## src/rtl/core/acd_pkg.sv

```systemverilog
// Shared types and constants of the actuator command decoder.
// No dependencies; imported by every module of the block.
package acd_pkg;

  localparam int unsigned DutyW     = 16;
  localparam int unsigned NumDuty   = 6;
  localparam int unsigned TicksW    = 8;
  localparam int unsigned ByteW     = 8;
  localparam int unsigned CfgIndexW = 3;
  localparam int unsigned StoredBytes = 5;
  localparam int unsigned ByteIdxW  = 3;

  // Slots of the duty vector, in output order
  localparam int unsigned DutyLeft   = 0;
  localparam int unsigned DutyRight  = 1;
  localparam int unsigned DutyDepo   = 2;
  localparam int unsigned DutyTilt   = 3;
  localparam int unsigned DutyChain  = 4;
  localparam int unsigned DutyHeight = 5;

  // Reset values of the configuration registers
  localparam logic [DutyW-1:0]  StopDutyRst    = 16'd2999;
  localparam logic [DutyW-1:0]  FullFwdDutyRst = 16'd3999;
  localparam logic [DutyW-1:0]  FullRevDutyRst = 16'd1999;
  localparam logic [DutyW-1:0]  HalfFwdDutyRst = 16'd3499;
  localparam logic [DutyW-1:0]  HalfRevDutyRst = 16'd2499;
  localparam logic [TicksW-1:0] TimeoutRst     = 8'd240;

  // Frame type bytes (ASCII '1' and '2')
  localparam logic [ByteW-1:0] TypeButtons  = 8'h31;
  localparam logic [ByteW-1:0] TypeJoystick = 8'h32;

  // Button codes
  localparam logic [ByteW-1:0] BtnChainRev   = 8'h80;
  localparam logic [ByteW-1:0] BtnHeightUp   = 8'h40;
  localparam logic [ByteW-1:0] BtnChainFwd   = 8'h20;
  localparam logic [ByteW-1:0] BtnHeightDn   = 8'h10;
  localparam logic [ByteW-1:0] BtnDepoFwd    = 8'h08;
  localparam logic [ByteW-1:0] BtnTiltFwd    = 8'h04;
  localparam logic [ByteW-1:0] BtnDepoRev    = 8'h02;
  localparam logic [ByteW-1:0] BtnTiltRev    = 8'h01;
  localparam logic [ByteW-1:0] BtnUpChainFwd = 8'h60;
  localparam logic [ByteW-1:0] BtnDnChainFwd = 8'h30;
  localparam logic [ByteW-1:0] BtnUpChainRev = 8'hC0;
  localparam logic [ByteW-1:0] BtnDnChainRev = 8'h90;

  typedef enum logic [CfgIndexW-1:0] {
    CFG_STOP_DUTY     = 3'd0,
    CFG_FULL_FWD_DUTY = 3'd1,
    CFG_FULL_REV_DUTY = 3'd2,
    CFG_HALF_FWD_DUTY = 3'd3,
    CFG_HALF_REV_DUTY = 3'd4,
    CFG_TIMEOUT       = 3'd5
  } acd_cfg_idx_e;

  // Work item classes handed from front to back
  typedef enum logic [2:0] {
    OP_TICK     = 3'd0,
    OP_BYTE     = 3'd1,
    OP_BUTTONS  = 3'd2,
    OP_JOYSTICK = 3'd3,
    OP_OTHER    = 3'd4
  } acd_op_e;

  typedef enum logic [1:0] {
    KIND_NONE     = 2'd0,
    KIND_BUTTONS  = 2'd1,
    KIND_JOYSTICK = 2'd2,
    KIND_OTHER    = 2'd3
  } acd_kind_e;

  // Queue entry: class plus frame bytes 1..4 (index 0 = frame byte 1)
  typedef struct packed {
    logic [3:0][ByteW-1:0] bytes;
    acd_op_e               op;
  } acd_entry_t;

  typedef struct packed {
    logic [DutyW-1:0]  stop_duty;
    logic [DutyW-1:0]  full_fwd_duty;
    logic [DutyW-1:0]  full_rev_duty;
    logic [DutyW-1:0]  half_fwd_duty;
    logic [DutyW-1:0]  half_rev_duty;
    logic [TicksW-1:0] timeout_ticks;
  } acd_cfg_t;

endpackage

```

## src/rtl/core/actuator_command_decoder_unit.sv

```systemverilog
// Top level of the actuator command decoder.
// Depends on acd_pkg, acd_front, acd_fifo and acd_back.

// Takes one transaction per cycle on the slave side while the queue has room:
// a received serial byte (tuser = 0) or a watchdog tick (tuser = 1). Bytes are
// gathered into frames of FRAME_LENGTH bytes; a completed frame of type '1' maps
// its button byte onto the deposit, excavator tilt, chain and height duties, a
// frame of type '2' loads the left and right drive duties from big-endian byte
// pairs, and any other type is reported but changes nothing. Frames of type '1'
// or '2' clear the watchdog; a tick that finds the counter at timeout_ticks sets
// all six duties to stop_duty and flags timed_out. Every transaction in produces
// exactly one transaction out carrying all six current duties.
// Throughput: the sustained rate is one transaction per cycle while the output
// is taken, bounded by the single duty/watchdog update the back end performs
// each cycle. The front end classifies each item combinationally into a
// QUEUE_DEPTH-entry queue, and the back end pops it from there into the result
// register once that register is free or being taken.
// The queue lets the input keep flowing while the output is stalled, until it
// holds QUEUE_DEPTH entries; s_axis_tready drops only when the queue is full.
// Configuration writes are always accepted (cfg_ready_o is tied high) and
// must only be issued while no transaction is outstanding.
module actuator_command_decoder_unit #(
  parameter int unsigned FRAME_LENGTH = 5,  // bytes per frame, 5..8
  parameter int unsigned QUEUE_DEPTH  = 4   // front-to-back queue entries
) (
  input  logic                              clk_i,
  input  logic                              rst_ni,
  // input stream
  input  logic                              s_axis_tvalid,
  output logic                              s_axis_tready,
  input  logic [7:0]                        s_axis_tdata,   // [7:0] rx_byte
  input  logic                              s_axis_tuser,   // [0] cmd
  // result stream
  output logic                              m_axis_tvalid,
  input  logic                              m_axis_tready,
  // [15:0] left_drive, [31:16] right_drive, [47:32] deposit_tilt,
  // [63:48] digger_tilt, [79:64] digger_chain, [95:80] digger_height
  output logic [95:0]                       m_axis_tdata,
  output logic [2:0]                        m_axis_tuser,   // [1:0] frame_kind, [2] timed_out
  // configuration write channel
  input  logic                              cfg_valid_i,
  output logic                              cfg_ready_o,
  input  logic [acd_pkg::CfgIndexW-1:0]     cfg_index_i,
  input  logic [acd_pkg::DutyW-1:0]         cfg_data_i
);
  import acd_pkg::*;

  localparam int unsigned EntryW = $bits(acd_entry_t);

  acd_cfg_t   cfg_q;
  acd_entry_t push_entry, head_entry;
  logic [EntryW-1:0] head_bits;
  logic       push, pop, q_full, q_empty;
  logic       in_accept;
  acd_kind_e  kind;
  logic       timed_out;

  assign cfg_ready_o   = 1'b1;
  assign s_axis_tready = !q_full;
  assign in_accept     = s_axis_tvalid && s_axis_tready;
  assign head_entry    = acd_entry_t'(head_bits);
  assign m_axis_tuser  = {timed_out, kind};

  // Configuration registers; out-of-range indexes are dropped
  always_ff @(posedge clk_i or negedge rst_ni) begin
    if (!rst_ni) begin
      cfg_q.stop_duty     <= StopDutyRst;
      cfg_q.full_fwd_duty <= FullFwdDutyRst;
      cfg_q.full_rev_duty <= FullRevDutyRst;
      cfg_q.half_fwd_duty <= HalfFwdDutyRst;
      cfg_q.half_rev_duty <= HalfRevDutyRst;
      cfg_q.timeout_ticks <= TimeoutRst;
    end else if (cfg_valid_i && cfg_ready_o) begin
      case (cfg_index_i)
        CFG_STOP_DUTY:     cfg_q.stop_duty     <= cfg_data_i;
        CFG_FULL_FWD_DUTY: cfg_q.full_fwd_duty <= cfg_data_i;
        CFG_FULL_REV_DUTY: cfg_q.full_rev_duty <= cfg_data_i;
        CFG_HALF_FWD_DUTY: cfg_q.half_fwd_duty <= cfg_data_i;
        CFG_HALF_REV_DUTY: cfg_q.half_rev_duty <= cfg_data_i;
        CFG_TIMEOUT:       cfg_q.timeout_ticks <= cfg_data_i[TicksW-1:0];
        default: ;
      endcase
    end
  end

  acd_front #(
    .FRAME_LENGTH (FRAME_LENGTH)
  ) u_front (
    .clk_i     (clk_i),
    .rst_ni    (rst_ni),
    .accept_i  (in_accept),
    .cmd_i     (s_axis_tuser),
    .rx_byte_i (s_axis_tdata),
    .push_o    (push),
    .entry_o   (push_entry)
  );

  acd_fifo #(
    .WIDTH (EntryW),
    .DEPTH (QUEUE_DEPTH)
  ) u_fifo (
    .clk_i   (clk_i),
    .rst_ni  (rst_ni),
    .push_i  (push),
    .data_i  (push_entry),
    .full_o  (q_full),
    .pop_i   (pop),
    .data_o  (head_bits),
    .empty_o (q_empty)
  );

  acd_back u_back (
    .clk_i       (clk_i),
    .rst_ni      (rst_ni),
    .cfg_i       (cfg_q),
    .empty_i     (q_empty),
    .entry_i     (head_entry),
    .pop_o       (pop),
    .out_valid_o (m_axis_tvalid),
    .out_ready_i (m_axis_tready),
    .duty_o      (m_axis_tdata),
    .kind_o      (kind),
    .timed_out_o (timed_out)
  );

endmodule

```

## src/rtl/core/acd_front.sv

```systemverilog
// Front end: accepts bytes and ticks, gathers frames and classifies each item.
// Depends on acd_pkg.
module acd_front #(
  parameter int unsigned FRAME_LENGTH = 5
) (
  input  logic                      clk_i,
  input  logic                      rst_ni,
  input  logic                      accept_i,
  input  logic                      cmd_i,
  input  logic [7:0]                rx_byte_i,
  output logic                      push_o,
  output acd_pkg::acd_entry_t       entry_o
);
  import acd_pkg::*;

  localparam logic [ByteIdxW-1:0] LastIdx = ByteIdxW'(FRAME_LENGTH - 1);
  localparam logic [ByteIdxW-1:0] Byte4   = ByteIdxW'(4);

  logic [ByteIdxW-1:0] idx_q, idx_d;
  logic [ByteW-1:0]    frame_q [StoredBytes];
  logic                last_byte;
  logic [ByteW-1:0]    byte4;

  assign push_o    = accept_i;
  assign last_byte = (idx_q == LastIdx);
  // In a five-byte frame the closing byte is byte 4 itself
  assign byte4     = (idx_q == Byte4) ? rx_byte_i : frame_q[4];

  always_comb begin
    idx_d = idx_q;
    entry_o.op    = OP_BYTE;
    entry_o.bytes = '0;
    if (cmd_i) begin
      entry_o.op = OP_TICK;
    end else begin
      if (last_byte) begin
        idx_d = '0;
        entry_o.bytes = {byte4, frame_q[3], frame_q[2], frame_q[1]};
        if (frame_q[0] == TypeButtons) begin
          entry_o.op = OP_BUTTONS;
        end else if (frame_q[0] == TypeJoystick) begin
          entry_o.op = OP_JOYSTICK;
        end else begin
          entry_o.op = OP_OTHER;
        end
      end else begin
        idx_d = idx_q + 1'b1;
      end
    end
  end

  always_ff @(posedge clk_i or negedge rst_ni) begin
    if (!rst_ni) begin
      idx_q <= '0;
    end else if (accept_i && !cmd_i) begin
      idx_q <= idx_d;
    end
  end

  always_ff @(posedge clk_i) begin
    if (accept_i && !cmd_i && (idx_q < ByteIdxW'(StoredBytes))) begin
      frame_q[idx_q] <= rx_byte_i;
    end
  end

endmodule

```

## src/rtl/core/acd_fifo.sv

```systemverilog
// Short flip-flop queue between front and back end.
// Depends on acd_pkg only for the shared import convention.
module acd_fifo #(
  parameter int unsigned WIDTH = 35,
  parameter int unsigned DEPTH = 4
) (
  input  logic             clk_i,
  input  logic             rst_ni,
  input  logic             push_i,
  input  logic [WIDTH-1:0] data_i,
  output logic             full_o,
  input  logic             pop_i,
  output logic [WIDTH-1:0] data_o,
  output logic             empty_o
);
  import acd_pkg::*;

  localparam int unsigned PtrW = (DEPTH > 1) ? $clog2(DEPTH) : 1;
  localparam int unsigned CntW = $clog2(DEPTH + 1);
  localparam logic [PtrW-1:0] LastPtr = PtrW'(DEPTH - 1);

  logic [WIDTH-1:0] mem_q [DEPTH];
  logic [PtrW-1:0]  wr_ptr_q, rd_ptr_q;
  logic [CntW-1:0]  count_q;

  assign full_o  = (count_q == CntW'(DEPTH));
  assign empty_o = (count_q == '0);
  assign data_o  = mem_q[rd_ptr_q];

  always_ff @(posedge clk_i or negedge rst_ni) begin
    if (!rst_ni) begin
      wr_ptr_q <= '0;
      rd_ptr_q <= '0;
      count_q  <= '0;
    end else begin
      if (push_i) begin
        wr_ptr_q <= (wr_ptr_q == LastPtr) ? '0 : wr_ptr_q + 1'b1;
      end
      if (pop_i) begin
        rd_ptr_q <= (rd_ptr_q == LastPtr) ? '0 : rd_ptr_q + 1'b1;
      end
      if (push_i && !pop_i) begin
        count_q <= count_q + 1'b1;
      end else if (pop_i && !push_i) begin
        count_q <= count_q - 1'b1;
      end
    end
  end

  always_ff @(posedge clk_i) begin
    if (push_i) begin
      mem_q[wr_ptr_q] <= data_i;
    end
  end

  a_no_overflow: assert property (@(posedge clk_i) disable iff (!rst_ni)
    !(push_i && full_o)) else $error("queue push while full");
  a_no_underflow: assert property (@(posedge clk_i) disable iff (!rst_ni)
    !(pop_i && empty_o)) else $error("queue pop while empty");
  a_count_bound: assert property (@(posedge clk_i) disable iff (!rst_ni)
    count_q <= CntW'(DEPTH)) else $error("queue count beyond depth");

endmodule

```

## src/rtl/core/acd_back.sv

```systemverilog
// Back end: executes queued items on the duty registers and the watchdog,
// and holds the result register. Depends on acd_pkg.
module acd_back (
  input  logic                                     clk_i,
  input  logic                                     rst_ni,
  input  acd_pkg::acd_cfg_t                        cfg_i,
  input  logic                                     empty_i,
  input  acd_pkg::acd_entry_t                      entry_i,
  output logic                                     pop_o,
  output logic                                     out_valid_o,
  input  logic                                     out_ready_i,
  output logic [acd_pkg::NumDuty*acd_pkg::DutyW-1:0] duty_o,
  output acd_pkg::acd_kind_e                       kind_o,
  output logic                                     timed_out_o
);
  import acd_pkg::*;

  logic [NumDuty-1:0][DutyW-1:0] duty_q, duty_d;
  logic [TicksW-1:0]             idle_q, idle_d;
  acd_kind_e                     kind_q, kind_d;
  logic                          fired_q, fired_d;
  logic                          valid_q;
  logic                          slot_free;
  logic [ByteW-1:0]              buttons;

  // Duty registers double as the result payload: state only moves when the
  // result slot is free or being taken.
  assign slot_free   = !valid_q || out_ready_i;
  assign pop_o       = slot_free && !empty_i;
  assign buttons     = entry_i.bytes[0];
  assign out_valid_o = valid_q;
  assign duty_o      = duty_q;
  assign kind_o      = kind_q;
  assign timed_out_o = fired_q;

  always_comb begin
    duty_d  = duty_q;
    idle_d  = idle_q;
    kind_d  = kind_q;
    fired_d = fired_q;
    if (pop_o) begin
      kind_d  = KIND_NONE;
      fired_d = 1'b0;
      case (entry_i.op)
        OP_TICK: begin
          if (idle_q == cfg_i.timeout_ticks) begin
            duty_d  = {NumDuty{cfg_i.stop_duty}};
            idle_d  = TicksW'(1);
            fired_d = 1'b1;
          end else begin
            idle_d = idle_q + 1'b1;
          end
        end
        OP_BUTTONS: begin
          kind_d = KIND_BUTTONS;
          idle_d = '0;
          case (buttons)
            BtnChainRev: duty_d[DutyChain]  = cfg_i.full_rev_duty;
            BtnHeightUp: duty_d[DutyHeight] = cfg_i.half_fwd_duty;
            BtnChainFwd: duty_d[DutyChain]  = cfg_i.full_fwd_duty;
            BtnHeightDn: duty_d[DutyHeight] = cfg_i.half_rev_duty;
            BtnDepoFwd:  duty_d[DutyDepo]   = cfg_i.full_fwd_duty;
            BtnTiltFwd:  duty_d[DutyTilt]   = cfg_i.half_fwd_duty;
            BtnDepoRev:  duty_d[DutyDepo]   = cfg_i.full_rev_duty;
            BtnTiltRev:  duty_d[DutyTilt]   = cfg_i.half_rev_duty;
            BtnUpChainFwd: begin
              duty_d[DutyHeight] = cfg_i.half_fwd_duty;
              duty_d[DutyChain]  = cfg_i.half_fwd_duty;
            end
            BtnDnChainFwd: begin
              duty_d[DutyHeight] = cfg_i.half_rev_duty;
              duty_d[DutyChain]  = cfg_i.half_fwd_duty;
            end
            BtnUpChainRev: begin
              duty_d[DutyHeight] = cfg_i.half_fwd_duty;
              duty_d[DutyChain]  = cfg_i.half_rev_duty;
            end
            BtnDnChainRev: begin
              duty_d[DutyHeight] = cfg_i.half_rev_duty;
              duty_d[DutyChain]  = cfg_i.half_rev_duty;
            end
            default: begin
              // unknown combination: stop the four actuators, keep the drives
              duty_d[DutyDepo]   = cfg_i.stop_duty;
              duty_d[DutyTilt]   = cfg_i.stop_duty;
              duty_d[DutyChain]  = cfg_i.stop_duty;
              duty_d[DutyHeight] = cfg_i.stop_duty;
            end
          endcase
        end
        OP_JOYSTICK: begin
          kind_d = KIND_JOYSTICK;
          idle_d = '0;
          duty_d[DutyLeft]  = {entry_i.bytes[0], entry_i.bytes[1]};
          duty_d[DutyRight] = {entry_i.bytes[2], entry_i.bytes[3]};
        end
        OP_OTHER: kind_d = KIND_OTHER;
        OP_BYTE:  kind_d = KIND_NONE;
        default:  kind_d = KIND_NONE;
      endcase
    end
  end

  always_ff @(posedge clk_i or negedge rst_ni) begin
    if (!rst_ni) begin
      duty_q  <= {NumDuty{StopDutyRst}};
      idle_q  <= '0;
      kind_q  <= KIND_NONE;
      fired_q <= 1'b0;
      valid_q <= 1'b0;
    end else begin
      duty_q  <= duty_d;
      idle_q  <= idle_d;
      kind_q  <= kind_d;
      fired_q <= fired_d;
      if (pop_o) begin
        valid_q <= 1'b1;
      end else if (out_ready_i) begin
        valid_q <= 1'b0;
      end
    end
  end

  a_fire_no_frame: assert property (@(posedge clk_i) disable iff (!rst_ni)
    (valid_q && fired_q) |-> (kind_q == KIND_NONE))
    else $error("watchdog stop reported together with a frame");
  a_fire_all_equal: assert property (@(posedge clk_i) disable iff (!rst_ni)
    (valid_q && fired_q) |-> (duty_q[DutyLeft] == duty_q[DutyRight] &&
                              duty_q[DutyRight] == duty_q[DutyDepo] &&
                              duty_q[DutyDepo] == duty_q[DutyTilt] &&
                              duty_q[DutyTilt] == duty_q[DutyChain] &&
                              duty_q[DutyChain] == duty_q[DutyHeight]))
    else $error("watchdog stop left a duty unstopped");
  a_fire_restart: assert property (@(posedge clk_i) disable iff (!rst_ni)
    (pop_o && entry_i.op == OP_TICK && idle_q == cfg_i.timeout_ticks)
      |=> (idle_q == TicksW'(1) && fired_q))
    else $error("watchdog counter did not restart after stop");

endmodule
```

## config.mk

```make
export PLATFORM = sky130hd
export DESIGN_NAME = actuator_command_decoder_unit
export DESIGN_NICKNAME = d
export VERILOG_FILES = /design/src/rtl/core/acd_pkg.sv /design/src/rtl/core/actuator_command_decoder_unit.sv /design/src/rtl/core/acd_front.sv /design/src/rtl/core/acd_fifo.sv /design/src/rtl/core/acd_back.sv
export SDC_FILE = /design/constraint.sdc
export NUM_CORES = 1
export LEC_CHECK = 0
export BUFFER_PORTS_ARGS = -buffer_cell sky130_fd_sc_hd__buf_4
export CORE_MARGIN = 1
export CORE_UTILIZATION = 60
export CTS_CLUSTER_DIAMETER = 150
export DETAILED_ROUTE_END_ITERATION = 16
export PLACE_DENSITY = 0.8
export SYNTH_ARGS = -nofsm -noshare
export SYNTH_HDL_FRONTEND = slang
export SYNTH_SLANG_ARGS = --single-unit
```

## constraint.sdc

```tcl
create_clock -name clk_i -period 4.2 [get_ports clk_i]
set_input_delay 0.42 -clock clk_i [delete_from_list [all_inputs] [get_ports clk_i]]
set_output_delay 0.42 -clock clk_i [all_outputs]
set_load 0.05 [all_outputs]
```

# After elaboration in Yosys (flattened, before gate mapping)
# Memory sizes are Yosys's and may differ from the RTL's.
# Index checks and enable logic that the tools add are counted.
# word_totals
reg_bits	206
latch_bits	0
mem_bits_rw	180
rom_bits	0
input_bits	33
elab_cells	133
mem_count	2
# memory_table
name	depth	word_bits	read_ports	rd_clocked_by_memory_dff	wr	line	rtl
u_fifo.mem_q	4	35	1	0	1	acd_fifo.sv:22	logic [WIDTH-1:0] mem_q [DEPTH];
u_front.frame_q	5	8	4	0	1	acd_front.sv:20	logic [ByteW-1:0] frame_q [StoredBytes];
# classes
add_sub_neg	6
multipliers	0
n_div	0
n_lt_le_gt_ge	1
n_eq_ne	32
shifts	0
mux	28
bitwise	1
n_reduce_logical	43
# op_table
cell	n
$pmux W16 S3	3
$pmux W64 S2	1
$mux W96	1
$pmux W16 S5	1
$pmux W32 S2	1
$mux W35	1
$eq A8 B6 Y1 const B	4
$mux W32	1
$eq A8 B8 Y1 const B	3
$reduce_or A10 Y1	2
$mux W3	6
$eq A8 B7 Y1 const B	2
$pmux W8 S2	1
$reduce_and A2 Y1	8
$reduce_and A4 Y1	4
$eq A3 B3 Y1 const B	5
$eq A3 B2 Y1 const B	4
$reduce_or A6 Y1	2
$reduce_bool A2 Y1	5
$logic_not A3 Y1	3
$add A8 B1 Y8 const B	1
$eq A8 B1 Y1 const B	1
$eq A8 B2 Y1 const B	1
$eq A8 B3 Y1 const B	1
22 further kinds	49

# Longest topological paths before layout
# Gate-level depths: netlist of the first run.
# logic_depth
ltp_word	7
mapped_depth	11
mapped_depth_nobuf	10

# Hierarchy
# A second synthesis of the first run with hierarchy kept.
# unflattened
cells_unflattened	1248
area_unflattened_um2	17245.3
# modules_own_cells
module	n_inst	cells_each	area_each_um2	seq_area_each_um2
acd_back	1	734	6767.7	2770.2
acd_fifo	1	220	5521.5	4379.2
actuator_command_decoder_unit	1	196	3453.3	2259.7
acd_front	1	98	1502.7	1036.0

# Worst setup path after synthesis of the first run
# OpenSTA, ideal clock, no wires.
# synth_timing
kind	register to register
from	reg u_fifo.rd_ptr_q[0]
to	reg u_back.duty_q, in the netlist u_back.duty_o[54]
arrival_ns	3.210
required_ns	4.072
setup_slack_ns	0.863
path_stages_with_launch	11
synth_period_minus_slack_ns	3.337
path_cell_list	dfrtp_1 -> buf_6 -> mux4_2 -> or3b_2 -> buf_6 -> or2_4 -> or4_4 -> buf_6 -> o2111ai_4 -> buf_6 -> mux2_1
# synth_via
elab_chain_len	5
# synth_lines
item	line	rtl
start, declared	acd_fifo.sv:23	logic [PtrW-1:0] wr_ptr_q, rd_ptr_q;
start signal, assigned	acd_fifo.sv:40	rd_ptr_q <= (rd_ptr_q == LastPtr) ? '0 : rd_ptr_q + 1'b1;
$mem_v2 Z4 W35 *	--	
$eq A8 B8 Y1 (tied with other cells)	acd_back.sv:57	case (buttons)
$reduce_or A10 Y1 (no line)	--	
$pmux W16 S3 or $ne A2 B2 Y1 (tied branches)	--	
$pmux W64 S2 or $reduce_and A4 Y1 (tied branches)	--	
end signal, assigned	acd_back.sv:106	duty_q <= {NumDuty{StopDutyRst}};
end signal, assigned	acd_back.sv:112	duty_q <= duty_d;
end, declared	acd_back.sv:18	logic [NumDuty-1:0][DutyW-1:0] duty_q, duty_d;
# Every way passes the cells marked *; elsewhere a longest branch is shown, timed or not.
# A chain may end at the register's enable or synchronous reset.

# Worst setup path after layout of the first run
# layout_timing
from	reg u_fifo.rd_ptr_q[0]
to	reg u_back.duty_q, in the netlist u_back.duty_o[51]
# The elaborated chain is that of the path after synthesis.

==> results of run 1 <==
-- worst register-to-register path: cells and delay by family, from the launching register on --
| family | cells | cell delay [ns] |
|---|---|---|
| compound gates | 1 | 0.37 |
| flops | 1 | 0.61 |
| simple gates | 3 | 1.54 |
| mux | 2 | 1.15 |
-- state kept, by name, indices dropped and copies added (netlist names) --
signal,flops
u_fifo.mem_q,140
u_front.idx_q,3
u_back.duty_o,96
cfg_q,88
u_back.timed_out_o,1
u_fifo.rd_ptr_q,2
u_back.kind_o,2
u_back.idle_q,8
u_fifo.wr_ptr_q,2
u_back.out_valid_o,1
u_fifo.count_q,3
u_front.frame_q,32
-- Yosys cell counts, types with 9 or more instances --
cell type	instances
sky130_fd_sc_hd__nand2_1	145
sky130_fd_sc_hd__a2bb2oi_1	16
sky130_fd_sc_hd__mux2_1	10
sky130_fd_sc_hd__o22a_1	18
sky130_fd_sc_hd__o22ai_1	16
sky130_fd_sc_hd__a222oi_1	16
sky130_fd_sc_hd__mux2i_1	16
sky130_fd_sc_hd__a22oi_1	49
sky130_fd_sc_hd__nor2_1	18
sky130_fd_sc_hd__and2_1	32
sky130_fd_sc_hd__clkbuf_1	50
sky130_fd_sc_hd__inv_1	24
sky130_fd_sc_hd__mux2_2	160
sky130_fd_sc_hd__edfxtp_1	172
sky130_fd_sc_hd__and3_1	12
sky130_fd_sc_hd__o21ai_0	32
sky130_fd_sc_hd__dfrtp_1	106
sky130_fd_sc_hd__ha_1	9
sky130_fd_sc_hd__xnor2_1	12
sky130_fd_sc_hd__mux4_2	34
sky130_fd_sc_hd__dfstp_2	100
-- cells in the final DEF (no fill, tap or decap), drive strengths merged, types with 9 or more instances in the layout --
cell type / synthesis / routed
clkbuf: 50 / 59
o21ai: 33 / 33
inv: 24 / 25
a2bb2oi: 16 / 16
o22a: 18 / 18
o22ai: 16 / 16
dfstp: 100 / 100
a222oi: 16 / 16
xnor2: 12 / 12
mux2: 170 / 170
and2: 32 / 32
mux2i: 16 / 16
nor2: 18 / 18
ha: 9 / 9
dfrtp: 106 / 106
edfxtp: 172 / 172
nand2: 145 / 145
mux4: 35 / 35
a22oi: 49 / 49
and3: 12 / 12
buf: 21 / 170
-- stage by stage --
| step | setup slack (ns) | hold WS, ns | instances | total power [mW] |
|---|---|---|---|---|
| 2_1_floorplan | 0.863 | 0.124 | 1147 | 10.2 |
| 3_3_place_gp | 0.478 | 0.465 | 1588 | 11.9 |
| 3_5_place_dp | 0.438 | 0.471 | 1588 | 12.1 |
| 4_1_cts | 0.409 | 0.119 | 1657 | 15.5 |
| 5_1_grt | 0.271 | 0.112 | 1657 | 16.1 |
| 6_report | 0.414 | 0.131 | 1657 | 15.4 |
-- cell families after synthesis --
logic type,count (synthesis)
mux,221
simple gates,254
xor+xnor,17
other cells,1
flops,378
fa+ha+maj,10
compound gates,171
buf+inv,95
-- per-layer routing --
layer	vias to the layer above	wire length, um	global-route usage	part of all wire
li1	4585	-	-	-
met1	5271	15600	0.377	0.41
met2	462	18600	0.457	0.49
met3	107	2630	0.0425	0.068
met4	0	1500	0.125	0.039
met5	-	0	0	0
-- where the power goes --
part / switching [mW] / internal, mW
logic: 3.88 / 2.27
clock network: 1.34 / 1.97
registers: 0.739 / 5.21
total: 5.96 / 9.45
-- worst min path at each step --
stage	slack (ns)	to	cells after the start	from
2_1_floorplan	0.12	cfg_q[0]$_DFFE_PN0P_	0	rst_ni
3_3_place_gp	0.47	u_back.duty_o[41]$_DFFE_PN1P_	2	u_back.duty_o[41]$_DFFE_PN1P_
3_5_place_dp	0.47	u_back.duty_o[43]$_DFFE_PN1P_	2	u_back.duty_o[43]$_DFFE_PN1P_
4_1_cts	0.12	u_front.frame_q[1][7]$_DFFE_PP_	1	s_axis_tdata[7]
5_1_grt	0.11	u_front.frame_q[3][7]$_DFFE_PP_	1	s_axis_tdata[7]
6_report	0.13	u_front.frame_q[1][6]$_DFFE_PP_	1	s_axis_tdata[6]
-- cell type report --
type                    instances  area, sq um
clock buffers                  58         1170
clock inverters                10         72.6
fillers                      1791         7740
inverters                      24         90.1
multi-input cells             674         5780
flip-flops and latches        378        10400
well taps                     341          427
repair buffers                172         1300
-- what timing repair did --
action                                 in CTS  in global routing
resized for setup                           0                  0
endpoints found under the hold margin      35                  0
hold buffers                                1                  0
==> impl_metrics.xml, run 1 <==
<?xml version="1.0" encoding="UTF-8"?>
<metrics>
  <group name="setup_path">
    <metric name="cp_top_family" unit="">simple AND/OR/NAND/NOR gates</metric>
    <metric name="critical_path_class" unit="">reg -&gt; reg</metric>
    <metric name="critical_path.startpoint_type" unit="">flip-flop</metric>
    <metric name="cp_data_arrival_time" unit="ns">4.19</metric>
    <metric name="cp_slowest_stage_delay" unit="ns">0.73</metric>
    <metric name="critical_path.reg2reg.startpoint" unit="">u_fifo.rd_ptr_q[0]$_DFFE_PN0P_</metric>
    <metric name="critical_path_cell_count" unit="">6</metric>
    <metric name="critical_path.max_fanout" unit="">17</metric>
    <metric name="cp.required" unit="ns">4.60</metric>
    <metric name="worst_path_max_delay_cell" unit="">sky130_fd_sc_hd__mux4_1</metric>
    <metric name="worstPathBufferInverterCount" unit="">0</metric>
    <metric name="critical_path.endpoint" unit="">u_back.duty_o[51]$_DFFE_PN0P_</metric>
    <metric name="crit_path_start" unit="">u_fifo.rd_ptr_q[0]$_DFFE_PN0P_</metric>
    <metric name="cp_cell_sequence" unit="">mux4_1, or4_1, or2_4, or4_4, o2111ai_4, mux2_2</metric>
    <metric name="end_kind" unit="">flip-flop</metric>
    <metric name="r2r_cells" unit="">6</metric>
    <metric name="regToRegSetupSlack" unit="ns">0.41</metric>
    <metric name="r2r-end" unit="">u_back.duty_o[51]$_DFFE_PN0P_</metric>
  </group>
  <group name="synth">
    <metric name="synth_cell_type_count" unit="">65</metric>
    <metric name="yosysWarningCount" unit="">0</metric>
    <metric name="synth-edff-count" unit="">172</metric>
    <metric name="synth_cells" unit="">1147</metric>
    <metric name="postSynthRegisterBits" unit="">378</metric>
    <metric name="synth-async-reset-ratio" unit="">0.545</metric>
    <metric name="post_synth_and_or_nand_nor_area_fraction" unit="">0.0757</metric>
    <metric name="synth.yosys.seq_area_share" unit="">0.630</metric>
    <metric name="synthMuxAreaShare" unit="">0.173</metric>
    <metric name="dominantRegCellSynth" unit="">sky130_fd_sc_hd__edfxtp_1</metric>
    <metric name="synth_fp_nets" unit="">1190</metric>
    <metric name="combinational_family_with_the_most_area_after_synthesis" unit="">multiplexers</metric>
    <metric name="post_synth_main_area_contributors" unit="">sky130_fd_sc_hd__edfxtp_1 (31%), sky130_fd_sc_hd__dfrtp_1 (16%), sky130_fd_sc_hd__dfstp_2 (16%), sky130_fd_sc_hd__mux2_2 (11%), sky130_fd_sc_hd__mux4_2 (4.6%)</metric>
    <metric name="synth-xor-area-share" unit="">0.00899</metric>
    <metric name="top_cell_type_s_share_of_synthesized_area" unit="">0.312</metric>
    <metric name="post_synth_fa_ha_maj_area_fraction" unit="">0.00801</metric>
    <metric name="synthesis.area" unit="sq mm">0.0166</metric>
    <metric name="synthDominantAreaCellType" unit="">sky130_fd_sc_hd__edfxtp_1</metric>
    <metric name="synth.avg_cell_area" unit="sq um">14.4</metric>
    <metric name="post_synthesis_compound_gate_area_fraction" unit="">0.0782</metric>
  </group>
  <group name="global_routing">
    <metric name="grt_pass1_wl" unit="um">60200</metric>
    <metric name="grt_max_degree" unit="">83</metric>
    <metric name="grt_overflow" unit="">0</metric>
    <metric name="grt.total_usage" unit="">0.280</metric>
    <metric name="first_global_vias" unit="">10700</metric>
    <metric name="initial_antenna_violation_count" unit="">0</metric>
  </group>
  <group name="min_path">
    <metric name="worstHoldPathType" unit="">in -&gt; reg</metric>
  </group>
  <group name="final_layout">
    <metric name="nNetsFinal" unit="">1331</metric>
    <metric name="syn2layout_area_growth" unit="%">16.4</metric>
    <metric name="postLayoutCellArea" unit="sq mm">0.0193</metric>
    <metric name="postLayoutCoreUtil" unit="">0.714</metric>
    <metric name="drive_gt1_frac" unit="">0.414</metric>
    <metric name="antenna_cells" unit="">0</metric>
  </group>
  <group name="job">
    <metric name="maxCapViolations" unit="">0</metric>
  </group>
  <group name="timing">
    <metric name="period_needed" unit="ns">3.79</metric>
    <metric name="final_max_slew_viol_count" unit="">0</metric>
    <metric name="layout_worst_path_cycle_share" unit="">0.901</metric>
    <metric name="slew_headroom" unit="">0.240</metric>
    <metric name="fin_setup_tns" unit="ns">0</metric>
    <metric name="report.final.hold_viol_count" unit="">0</metric>
    <metric name="worstMarginPinSlew" unit="ns">1.13</metric>
    <metric name="rsz0062_at_grt" unit="">no</metric>
    <metric name="final-setup-viol-count" unit="">0</metric>
    <metric name="fmax" unit="MHz">264</metric>
    <metric name="worst_clock_skew" unit="ns">0.0139</metric>
  </group>
  <group name="clocking">
    <metric name="post_cts.repair.setup_buffers" unit="">0</metric>
    <metric name="cts-htree-levels" unit="">2</metric>
    <metric name="cts-buffers-inserted" unit="">38</metric>
    <metric name="clock_latency" unit="ns">0.53</metric>
    <metric name="cts.reportedPaths.clkPinSlew" unit="ns">0.06</metric>
    <metric name="cts_root_buffer" unit="">sky130_fd_sc_hd__clkbuf_16</metric>
    <metric name="clock_path_buffers" unit="">3</metric>
    <metric name="cts_tree" unit="">done</metric>
    <metric name="cts_sinks" unit="">378</metric>
  </group>
  <group name="route">
    <metric name="post_drt_wl_per_cell" unit="um">23.2</metric>
    <metric name="detail_route.iter0.violations" unit="">1125</metric>
    <metric name="route.antenna.remaining_nets" unit="">0</metric>
    <metric name="vias" unit="">10400</metric>
    <metric name="drt-vias-per-instance" unit="">6.29</metric>
    <metric name="route.final.wire_length" unit="um">38400</metric>
    <metric name="firstDrtPassIters" unit="">8</metric>
    <metric name="remaining_drc_errors" unit="">0</metric>
  </group>
  <group name="place">
    <metric name="post_dp_cell_area" unit="sq mm">0.0180</metric>
    <metric name="post-dp-hpwl" unit="um">25400</metric>
    <metric name="gpl_congestion" unit="">0.847</metric>
    <metric name="placement.io_buffers" unit="">133</metric>
  </group>
  <group name="die">
    <metric name="design.die.area" unit="sq mm">0.0283</metric>
    <metric name="core_area" unit="sq mm">0.0270</metric>
    <metric name="floorplan.rows" unit="">60</metric>
    <metric name="die_height" unit="um">168</metric>
    <metric name="die_w" unit="um">168</metric>
    <metric name="floorplan.initialDensity" unit="">0.613</metric>
    <metric name="num_io_pins" unit="">135</metric>
  </group>
  <group name="power">
    <metric name="powerDensity" unit="mW/mm^2">799</metric>
    <metric name="ir_drop" unit="mV">0.462</metric>
    <metric name="leakage_dissipation" unit="nW">7.78</metric>
  </group>
  <group name="status">
    <metric name="status" unit="">finished, final reports clean</metric>
  </group>
</metrics>
(Power assumes the default switching activity.)
==> inputs of run 2 (changes only) <==
Settings changed: CORE_MARGIN 1 to 3, CORE_UTILIZATION 60 to 55, PLACE_DENSITY 0.8 to 0.74, SYNTH_HIERARCHICAL from default to 1.
==> impl_metrics.xml, run 2 <==
<?xml version="1.0" encoding="UTF-8"?>
<metrics>
  <group name="route">
    <metric name="firstDrtPassIters" unit="">7</metric>
    <metric name="vias" unit="">11100</metric>
    <metric name="post_drt_wl_per_cell" unit="um">23.0</metric>
    <metric name="detail_route.iter0.violations" unit="">1162</metric>
    <metric name="drt-vias-per-instance" unit="">6.15</metric>
    <metric name="route.final.wire_length" unit="um">41500</metric>
    <metric name="remaining_drc_errors" unit="">0</metric>
    <metric name="route.antenna.remaining_nets" unit="">0</metric>
  </group>
  <group name="min_path">
    <metric name="worstHoldPathType" unit="">in -&gt; async</metric>
  </group>
  <group name="timing">
    <metric name="worst_clock_skew" unit="ns">0.0136</metric>
    <metric name="final_max_slew_viol_count" unit="">0</metric>
    <metric name="slew_headroom" unit="">0.259</metric>
    <metric name="final-setup-viol-count" unit="">0</metric>
    <metric name="fmax" unit="MHz">279</metric>
    <metric name="rsz0062_at_grt" unit="">no</metric>
    <metric name="period_needed" unit="ns">3.58</metric>
    <metric name="final_critical_path_setup_slack" unit="ns">0.616</metric>
    <metric name="layout_worst_path_cycle_share" unit="">0.853</metric>
    <metric name="report.final.hold_viol_count" unit="">0</metric>
    <metric name="worstMarginPinSlew" unit="ns">1.11</metric>
    <metric name="fin_setup_tns" unit="ns">0</metric>
  </group>
  <group name="die">
    <metric name="num_io_pins" unit="">135</metric>
    <metric name="design.die.area" unit="sq mm">0.0335</metric>
    <metric name="die_w" unit="um">183</metric>
    <metric name="die_height" unit="um">183</metric>
    <metric name="floorplan.rows" unit="">64</metric>
    <metric name="core_area" unit="sq mm">0.0307</metric>
    <metric name="floorplan.initialDensity" unit="">0.561</metric>
  </group>
  <group name="setup_path">
    <metric name="critical_path_class" unit="">reg -&gt; reg</metric>
    <metric name="cp_top_family" unit="">compound AO/OA/AOI/OAI gates</metric>
    <metric name="cp_cell_sequence" unit="">mux4_1, nor2_1, buf_4, and3_1, a31oi_4, a21oi_2, mux2_2</metric>
    <metric name="cp.required" unit="ns">4.61</metric>
    <metric name="worstPathBufferInverterCount" unit="">1</metric>
    <metric name="critical_path.max_fanout" unit="">19</metric>
    <metric name="cp_slowest_stage_delay" unit="ns">0.84</metric>
    <metric name="end_kind" unit="">flip-flop</metric>
    <metric name="critical_path.startpoint_type" unit="">flip-flop</metric>
    <metric name="cp_data_arrival_time" unit="ns">4.00</metric>
    <metric name="worst_path_max_delay_cell" unit="">sky130_fd_sc_hd__dfrtp_1</metric>
  </group>
  <group name="synth">
    <metric name="synth-edff-count" unit="">172</metric>
    <metric name="synth_cells" unit="">1248</metric>
    <metric name="synthesis.area" unit="sq mm">0.0172</metric>
    <metric name="postSynthRegisterBits" unit="">378</metric>
    <metric name="post_synth_main_area_contributors" unit="">sky130_fd_sc_hd__edfxtp_1 (30%), sky130_fd_sc_hd__dfrtp_1 (15%), sky130_fd_sc_hd__dfstp_2 (15%), sky130_fd_sc_hd__mux2_2 (7.2%), sky130_fd_sc_hd__mux4_2 (3.7%)</metric>
    <metric name="synth_common_cells" unit="">sky130_fd_sc_hd__edfxtp_1 (172), sky130_fd_sc_hd__mux2_2 (110), sky130_fd_sc_hd__dfrtp_1 (106)</metric>
    <metric name="synthDominantAreaCellType" unit="">sky130_fd_sc_hd__edfxtp_1</metric>
    <metric name="yosysWarningCount" unit="">6</metric>
    <metric name="top_cell_type_s_share_of_synthesized_area" unit="">0.299</metric>
    <metric name="synth.yosys.seq_area_share" unit="">0.606</metric>
    <metric name="synth.avg_cell_area" unit="sq um">13.8</metric>
    <metric name="synth_most_common_cell" unit="">sky130_fd_sc_hd__edfxtp_1</metric>
    <metric name="synth_fp_nets" unit="">1291</metric>
    <metric name="synth_cell_type_count" unit="">73</metric>
    <metric name="dominantRegCellSynth" unit="">sky130_fd_sc_hd__edfxtp_1</metric>
    <metric name="synth-async-reset-ratio" unit="">0.545</metric>
  </group>
  <group name="power">
    <metric name="leakage_dissipation" unit="nW">7.82</metric>
    <metric name="ir_drop" unit="mV">0.592</metric>
    <metric name="powerDensity" unit="mW/mm^2">821</metric>
  </group>
  <group name="job">
    <metric name="maxCapViolations" unit="">0</metric>
  </group>
  <group name="global_routing">
    <metric name="grt.total_usage" unit="">0.246</metric>
    <metric name="initial_antenna_violation_count" unit="">0</metric>
    <metric name="grt_max_degree" unit="">107</metric>
    <metric name="grt_overflow" unit="">0</metric>
    <metric name="first_global_vias" unit="">11100</metric>
    <metric name="grt_pass1_wl" unit="um">64400</metric>
  </group>
  <group name="clocking">
    <metric name="cts_root_buffer" unit="">sky130_fd_sc_hd__clkbuf_16</metric>
    <metric name="clock_path_buffers" unit="">3</metric>
    <metric name="clock_latency" unit="ns">0.54</metric>
    <metric name="cts-htree-levels" unit="">2</metric>
    <metric name="ctsHoldBuffers" unit="">0</metric>
    <metric name="cts.reportedPaths.clkPinSlew" unit="ns">0.06</metric>
    <metric name="cts_tree" unit="">done</metric>
    <metric name="post_cts.repair.setup_buffers" unit="">0</metric>
    <metric name="cts-buffers-inserted" unit="">40</metric>
    <metric name="postCtsResizedCells" unit="">0</metric>
    <metric name="cts_sinks" unit="">378</metric>
  </group>
  <group name="final_layout">
    <metric name="registers.top_by_ff_count" unit="">u_fifo/mem_q</metric>
    <metric name="drive_gt1_frac" unit="">0.373</metric>
    <metric name="leading_cell_type_in_the_layout_fill_and_taps_excluded" unit="">sky130_fd_sc_hd__buf_4</metric>
    <metric name="layout_common_cells" unit="">sky130_fd_sc_hd__buf_4 (181), sky130_fd_sc_hd__edfxtp_1 (172), sky130_fd_sc_hd__mux2_2 (110), sky130_fd_sc_hd__dfrtp_1 (105), sky130_fd_sc_hd__dfstp_2 (100)</metric>
    <metric name="nNetsFinal" unit="">1423</metric>
    <metric name="flip_flop_count_of_the_largest_register_after_layout" unit="">140</metric>
    <metric name="postLayoutCellArea" unit="sq mm">0.0200</metric>
    <metric name="antenna_cells" unit="">0</metric>
    <metric name="postLayoutCoreUtil" unit="">0.651</metric>
    <metric name="syn2layout_area_growth" unit="%">16.1</metric>
  </group>
  <group name="status">
    <metric name="status" unit="">finished, final reports clean</metric>
  </group>
  <group name="place">
    <metric name="post_dp_cell_area" unit="sq mm">0.0186</metric>
    <metric name="dp_slack" unit="ns">0.645</metric>
    <metric name="post-dp-hpwl" unit="um">28000</metric>
    <metric name="gpl_congestion" unit="">0.852</metric>
    <metric name="placement.io_buffers" unit="">133</metric>
  </group>
</metrics>
## run 2: cell types whose count changed in the layout (fill, tap and decap cells not counted), moves of 18 or more
| cell | change |
|---|---|
| sky130_fd_sc_hd__a21oi_1 | +95 |
| sky130_fd_sc_hd__nand2_1 | -69 |
| sky130_fd_sc_hd__a22o_1 | +25 |
| sky130_fd_sc_hd__mux2_2 | -50 |
| sky130_fd_sc_hd__o21ai_0 | +25 |
| sky130_fd_sc_hd__a21o_1 | +33 |
| sky130_fd_sc_hd__o22a_1 | -18 |
## run 2: metal layers
| layer | wire length (um) | track usage | part of all wire | vias to the layer above |
|---|---|---|---|---|
| li1 | - | - | - | 4994 |
| met1 | 17300 | 0.339 | 0.42 | 5616 |
| met2 | 20400 | 0.416 | 0.49 | 448 |
| met3 | 3000 | 0.0383 | 0.072 | 65 |
| met4 | 903 | 0.0619 | 0.022 | 0 |
| met5 | 0 | 0 | 0 | - |
## run 2: through the flow
stage	power (mW)	cells	hold slack [ns]
floorplan	10.7	1248	0.124
global placement	12.7	1734	0.470
detailed placement	12.8	1734	0.475
CTS	16.5	1808	0.0367
global route	17.2	1808	0.0565
finish	16.4	1808	0.00553
## run 2: power by group
part / switching (mW) / internal [mW] / total (mW)
clock network: 1.45 / 2.16 / 3.61
registers: 0.768 / 5.17 / 5.94
logic: 4.37 / 2.53 / 6.89
## run 2: worst paths after layout
| check | startpoint | to | slack (ns) | cells after the start |
|---|---|---|---|---|
| worst max-delay path | u_fifo/rd_ptr_q[1]$_DFFE_PN0P_ | u_back/duty_o[95]$_DFFE_PN0P_ | 0.62 | 7 |
| worst min-delay path | rst_ni | cfg_q[75]$_DFFE_PN0P_ | 0.006 | 1 |
| worst max register to register | u_fifo/rd_ptr_q[1]$_DFFE_PN0P_ | u_back/duty_o[95]$_DFFE_PN0P_ | 0.62 | 7 |
| worst min register to register | u_back/duty_o[7]$_DFFE_PN1P_ | u_back/duty_o[7]$_DFFE_PN1P_ | 0.48 | 2 |
| max in group asynchronous | rst_ni | u_back/duty_o[43]$_DFFE_PN1P_ | 3.20 | 2 |
| min in group clk_i | s_axis_tdata[5] | u_front/frame_q[2][5]$_DFFE_PP_ | 0.11 | 1 |
## run 2: cell families after synthesis
| kind of cell | after synthesis | synth area share |
|---|---|---|
| adders and majority gates | 11 | 0.00827 |
| xor gates and xnor gates | 19 | 0.00965 |
| DFF | 378 | 0.606 |
| muxes | 159 | 0.131 |
| other | 1 | 0.000217 |
| and+or+nand+nor | 224 | 0.0752 |
| buffers and inverters | 102 | 0.0328 |
| AOI/OAI and AO/OA | 354 | 0.137 |
## run 2: final cells by class
type                    count  area [sq um]
fillers                  2258         10700
flip-flops and latches    378         10400
multi-input cells         768          6280
repair buffers            183          1390
clock buffers              53          1130
well taps                 396           495
clock inverters            21           238
inverters                   9          33.8
==> inputs of run 3 (changes only) <==
Settings changed: CORE_UTILIZATION 55 to 60, PLACE_DENSITY 0.74 to 0.8.
==> impl_metrics.xml, run 3 (same netlist as run 2, synthesis figures left out) <==
<?xml version="1.0" encoding="UTF-8"?>
<metrics>
  <group name="timing">
    <metric name="slew_headroom" unit="">0.106</metric>
    <metric name="fmax" unit="MHz">266</metric>
    <metric name="hold-worst-slack" unit="ns">0.120</metric>
    <metric name="period_needed" unit="ns">3.75</metric>
    <metric name="final-setup-viol-count" unit="">0</metric>
    <metric name="final_critical_path_setup_slack" unit="ns">0.446</metric>
    <metric name="fin_setup_tns" unit="ns">0</metric>
    <metric name="report.final.hold_viol_count" unit="">0</metric>
    <metric name="worst_clock_skew" unit="ns">0.0148</metric>
    <metric name="worstMarginPinSlew" unit="ns">1.34</metric>
    <metric name="layout_worst_path_cycle_share" unit="">0.894</metric>
    <metric name="final_max_slew_viol_count" unit="">0</metric>
    <metric name="rsz0062_at_grt" unit="">no</metric>
  </group>
  <group name="clocking">
    <metric name="cts-buffers-inserted" unit="">40</metric>
    <metric name="cts_root_buffer" unit="">sky130_fd_sc_hd__clkbuf_16</metric>
    <metric name="clock_path_buffers" unit="">3</metric>
    <metric name="cts_sinks" unit="">378</metric>
    <metric name="postCtsResizedCells" unit="">0</metric>
    <metric name="post_cts.repair.setup_buffers" unit="">0</metric>
    <metric name="cts-htree-levels" unit="">2</metric>
    <metric name="cts.reportedPaths.clkPinSlew" unit="ns">0.06</metric>
    <metric name="ctsHoldBuffers" unit="">1</metric>
    <metric name="clock_latency" unit="ns">0.53</metric>
    <metric name="cts_tree" unit="">done</metric>
  </group>
  <group name="route">
    <metric name="vias" unit="">11200</metric>
    <metric name="remaining_drc_errors" unit="">0</metric>
    <metric name="route.antenna.remaining_nets" unit="">0</metric>
    <metric name="route.final.wire_length" unit="um">41700</metric>
    <metric name="detail_route.iter0.violations" unit="">1317</metric>
    <metric name="post_drt_wl_per_cell" unit="um">23.4</metric>
    <metric name="firstDrtPassIters" unit="">7</metric>
    <metric name="drt-vias-per-instance" unit="">6.30</metric>
  </group>
  <group name="setup_path">
    <metric name="critical_path.startpoint_type" unit="">flip-flop</metric>
    <metric name="critical_path_class" unit="">reg -&gt; reg</metric>
    <metric name="critical_path.max_fanout" unit="">16</metric>
    <metric name="cp_data_arrival_time" unit="ns">4.16</metric>
    <metric name="cp_top_family" unit="">multiplexers</metric>
    <metric name="worst_path_max_delay_cell" unit="">sky130_fd_sc_hd__a21oi_2</metric>
    <metric name="worstPathBufferInverterCount" unit="">0</metric>
    <metric name="cp_cell_sequence" unit="">mux4_1, nor2_1, and3_1, a31oi_4, a21oi_2, mux2_2</metric>
    <metric name="end_kind" unit="">flip-flop</metric>
    <metric name="cp_slowest_stage_delay" unit="ns">0.86</metric>
    <metric name="cp.required" unit="ns">4.60</metric>
  </group>
  <group name="global_routing">
    <metric name="grt_overflow" unit="">0</metric>
    <metric name="initial_antenna_violation_count" unit="">0</metric>
    <metric name="first_global_vias" unit="">11100</metric>
    <metric name="grt_max_degree" unit="">82</metric>
    <metric name="grt_pass1_wl" unit="um">65000</metric>
    <metric name="grt.total_usage" unit="">0.270</metric>
  </group>
  <group name="power">
    <metric name="netSwitchingFraction" unit="">0.400</metric>
    <metric name="power.internal" unit="mW">9.80</metric>
    <metric name="ir_drop" unit="mV">0.504</metric>
    <metric name="powerDensity" unit="mW/mm^2">821</metric>
    <metric name="leakage_dissipation" unit="nW">7.77</metric>
    <metric name="power.combinational.fraction" unit="">0.420</metric>
    <metric name="seq_power_share" unit="">0.363</metric>
    <metric name="clkPwrFrac" unit="">0.216</metric>
    <metric name="netSwitchingPower" unit="mW">6.54</metric>
  </group>
  <group name="final_layout">
    <metric name="flip_flop_count_of_the_largest_register_after_layout" unit="">140</metric>
    <metric name="drive_gt1_frac" unit="">0.367</metric>
    <metric name="postLayoutCellArea" unit="sq mm">0.0199</metric>
    <metric name="layout_common_cells" unit="">sky130_fd_sc_hd__buf_4 (172), sky130_fd_sc_hd__edfxtp_1 (172), sky130_fd_sc_hd__mux2_2 (110), sky130_fd_sc_hd__dfrtp_1 (105), sky130_fd_sc_hd__dfstp_2 (100)</metric>
    <metric name="registers.top_by_ff_count" unit="">u_fifo/mem_q</metric>
    <metric name="nNetsFinal" unit="">1415</metric>
    <metric name="syn2layout_area_growth" unit="%">15.4</metric>
    <metric name="antenna_cells" unit="">0</metric>
    <metric name="postLayoutCoreUtil" unit="">0.709</metric>
  </group>
  <group name="die">
    <metric name="core_area" unit="sq mm">0.0281</metric>
    <metric name="design.die.area" unit="sq mm">0.0308</metric>
    <metric name="floorplan.rows" unit="">61</metric>
    <metric name="die_height" unit="um">176</metric>
    <metric name="die_w" unit="um">176</metric>
    <metric name="num_io_pins" unit="">135</metric>
    <metric name="floorplan.initialDensity" unit="">0.614</metric>
  </group>
  <group name="place">
    <metric name="post_dp_cell_area" unit="sq mm">0.0186</metric>
    <metric name="gpl_congestion" unit="">0.911</metric>
    <metric name="dp_slack" unit="ns">0.487</metric>
    <metric name="post-dp-hpwl" unit="um">27700</metric>
    <metric name="placement.io_buffers" unit="">133</metric>
  </group>
  <group name="job">
    <metric name="maxCapViolations" unit="">0</metric>
  </group>
  <group name="status">
    <metric name="status" unit="">finished, final reports clean</metric>
  </group>
  <group name="min_path">
    <metric name="worstHoldPathType" unit="">in -&gt; reg</metric>
  </group>
</metrics>
## run 3: final timing paths
kind	end	slack, ns	start	depth (start not counted)
worst min-delay path	u_front/frame_q[3][4]$_DFFE_PP_	0.12	s_axis_tdata[4]	1
worst max register to register	u_back/duty_o[95]$_DFFE_PN0P_	0.45	u_fifo/rd_ptr_q[0]$_DFFE_PN0P_	6
worst max-delay path	u_back/duty_o[95]$_DFFE_PN0P_	0.45	u_fifo/rd_ptr_q[0]$_DFFE_PN0P_	6
max in group asynchronous	u_back/duty_o[90]$_DFFE_PN0P_	2.65	rst_ni	3
min in group asynchronous	cfg_q[11]$_DFFE_PN0P_	0.51	rst_ni	2
worst min register to register	u_back/duty_o[20]$_DFFE_PN1P_	0.48	u_back/duty_o[20]$_DFFE_PN1P_	2
## run 3: layout make-up
type                    instances  area, sq um
clock buffers                  53         1120
clock inverters                21          216
fillers                      1918         8180
inverters                       9         33.8
multi-input cells             768         6280
flip-flops and latches        378        10400
well taps                     378          473
repair buffers                175         1340
## run 3: stage by stage
stage / std cells / power (mW)
after floorplan: 1248 / 10.7
after global placement: 1707 / 12.6
after detailed placement: 1707 / 12.8
after CTS: 1782 / 16.4
after global routing: 1782 / 17.1
final: 1782 / 16.3
## run 3: routing by layer
layer	up-vias	wire [um]	global-route usage
met5	-	0	0
met4	0	1340	0.0907
met3	94	3150	0.0482
met2	527	20300	0.438
met1	5626	16900	0.376
li1	4976	-	-
## run 3: power groups by stage
stage	Clock, mW	Sequential (mW)	Combinational [mW]
2_1_floorplan	0	7.21	3.52
3_3_place_gp	0	5.94	6.66
3_5_place_dp	0	5.98	6.80
4_1_cts	3.60	5.93	6.84
5_1_grt	3.75	6.05	7.29
6_report	3.54	5.94	6.87
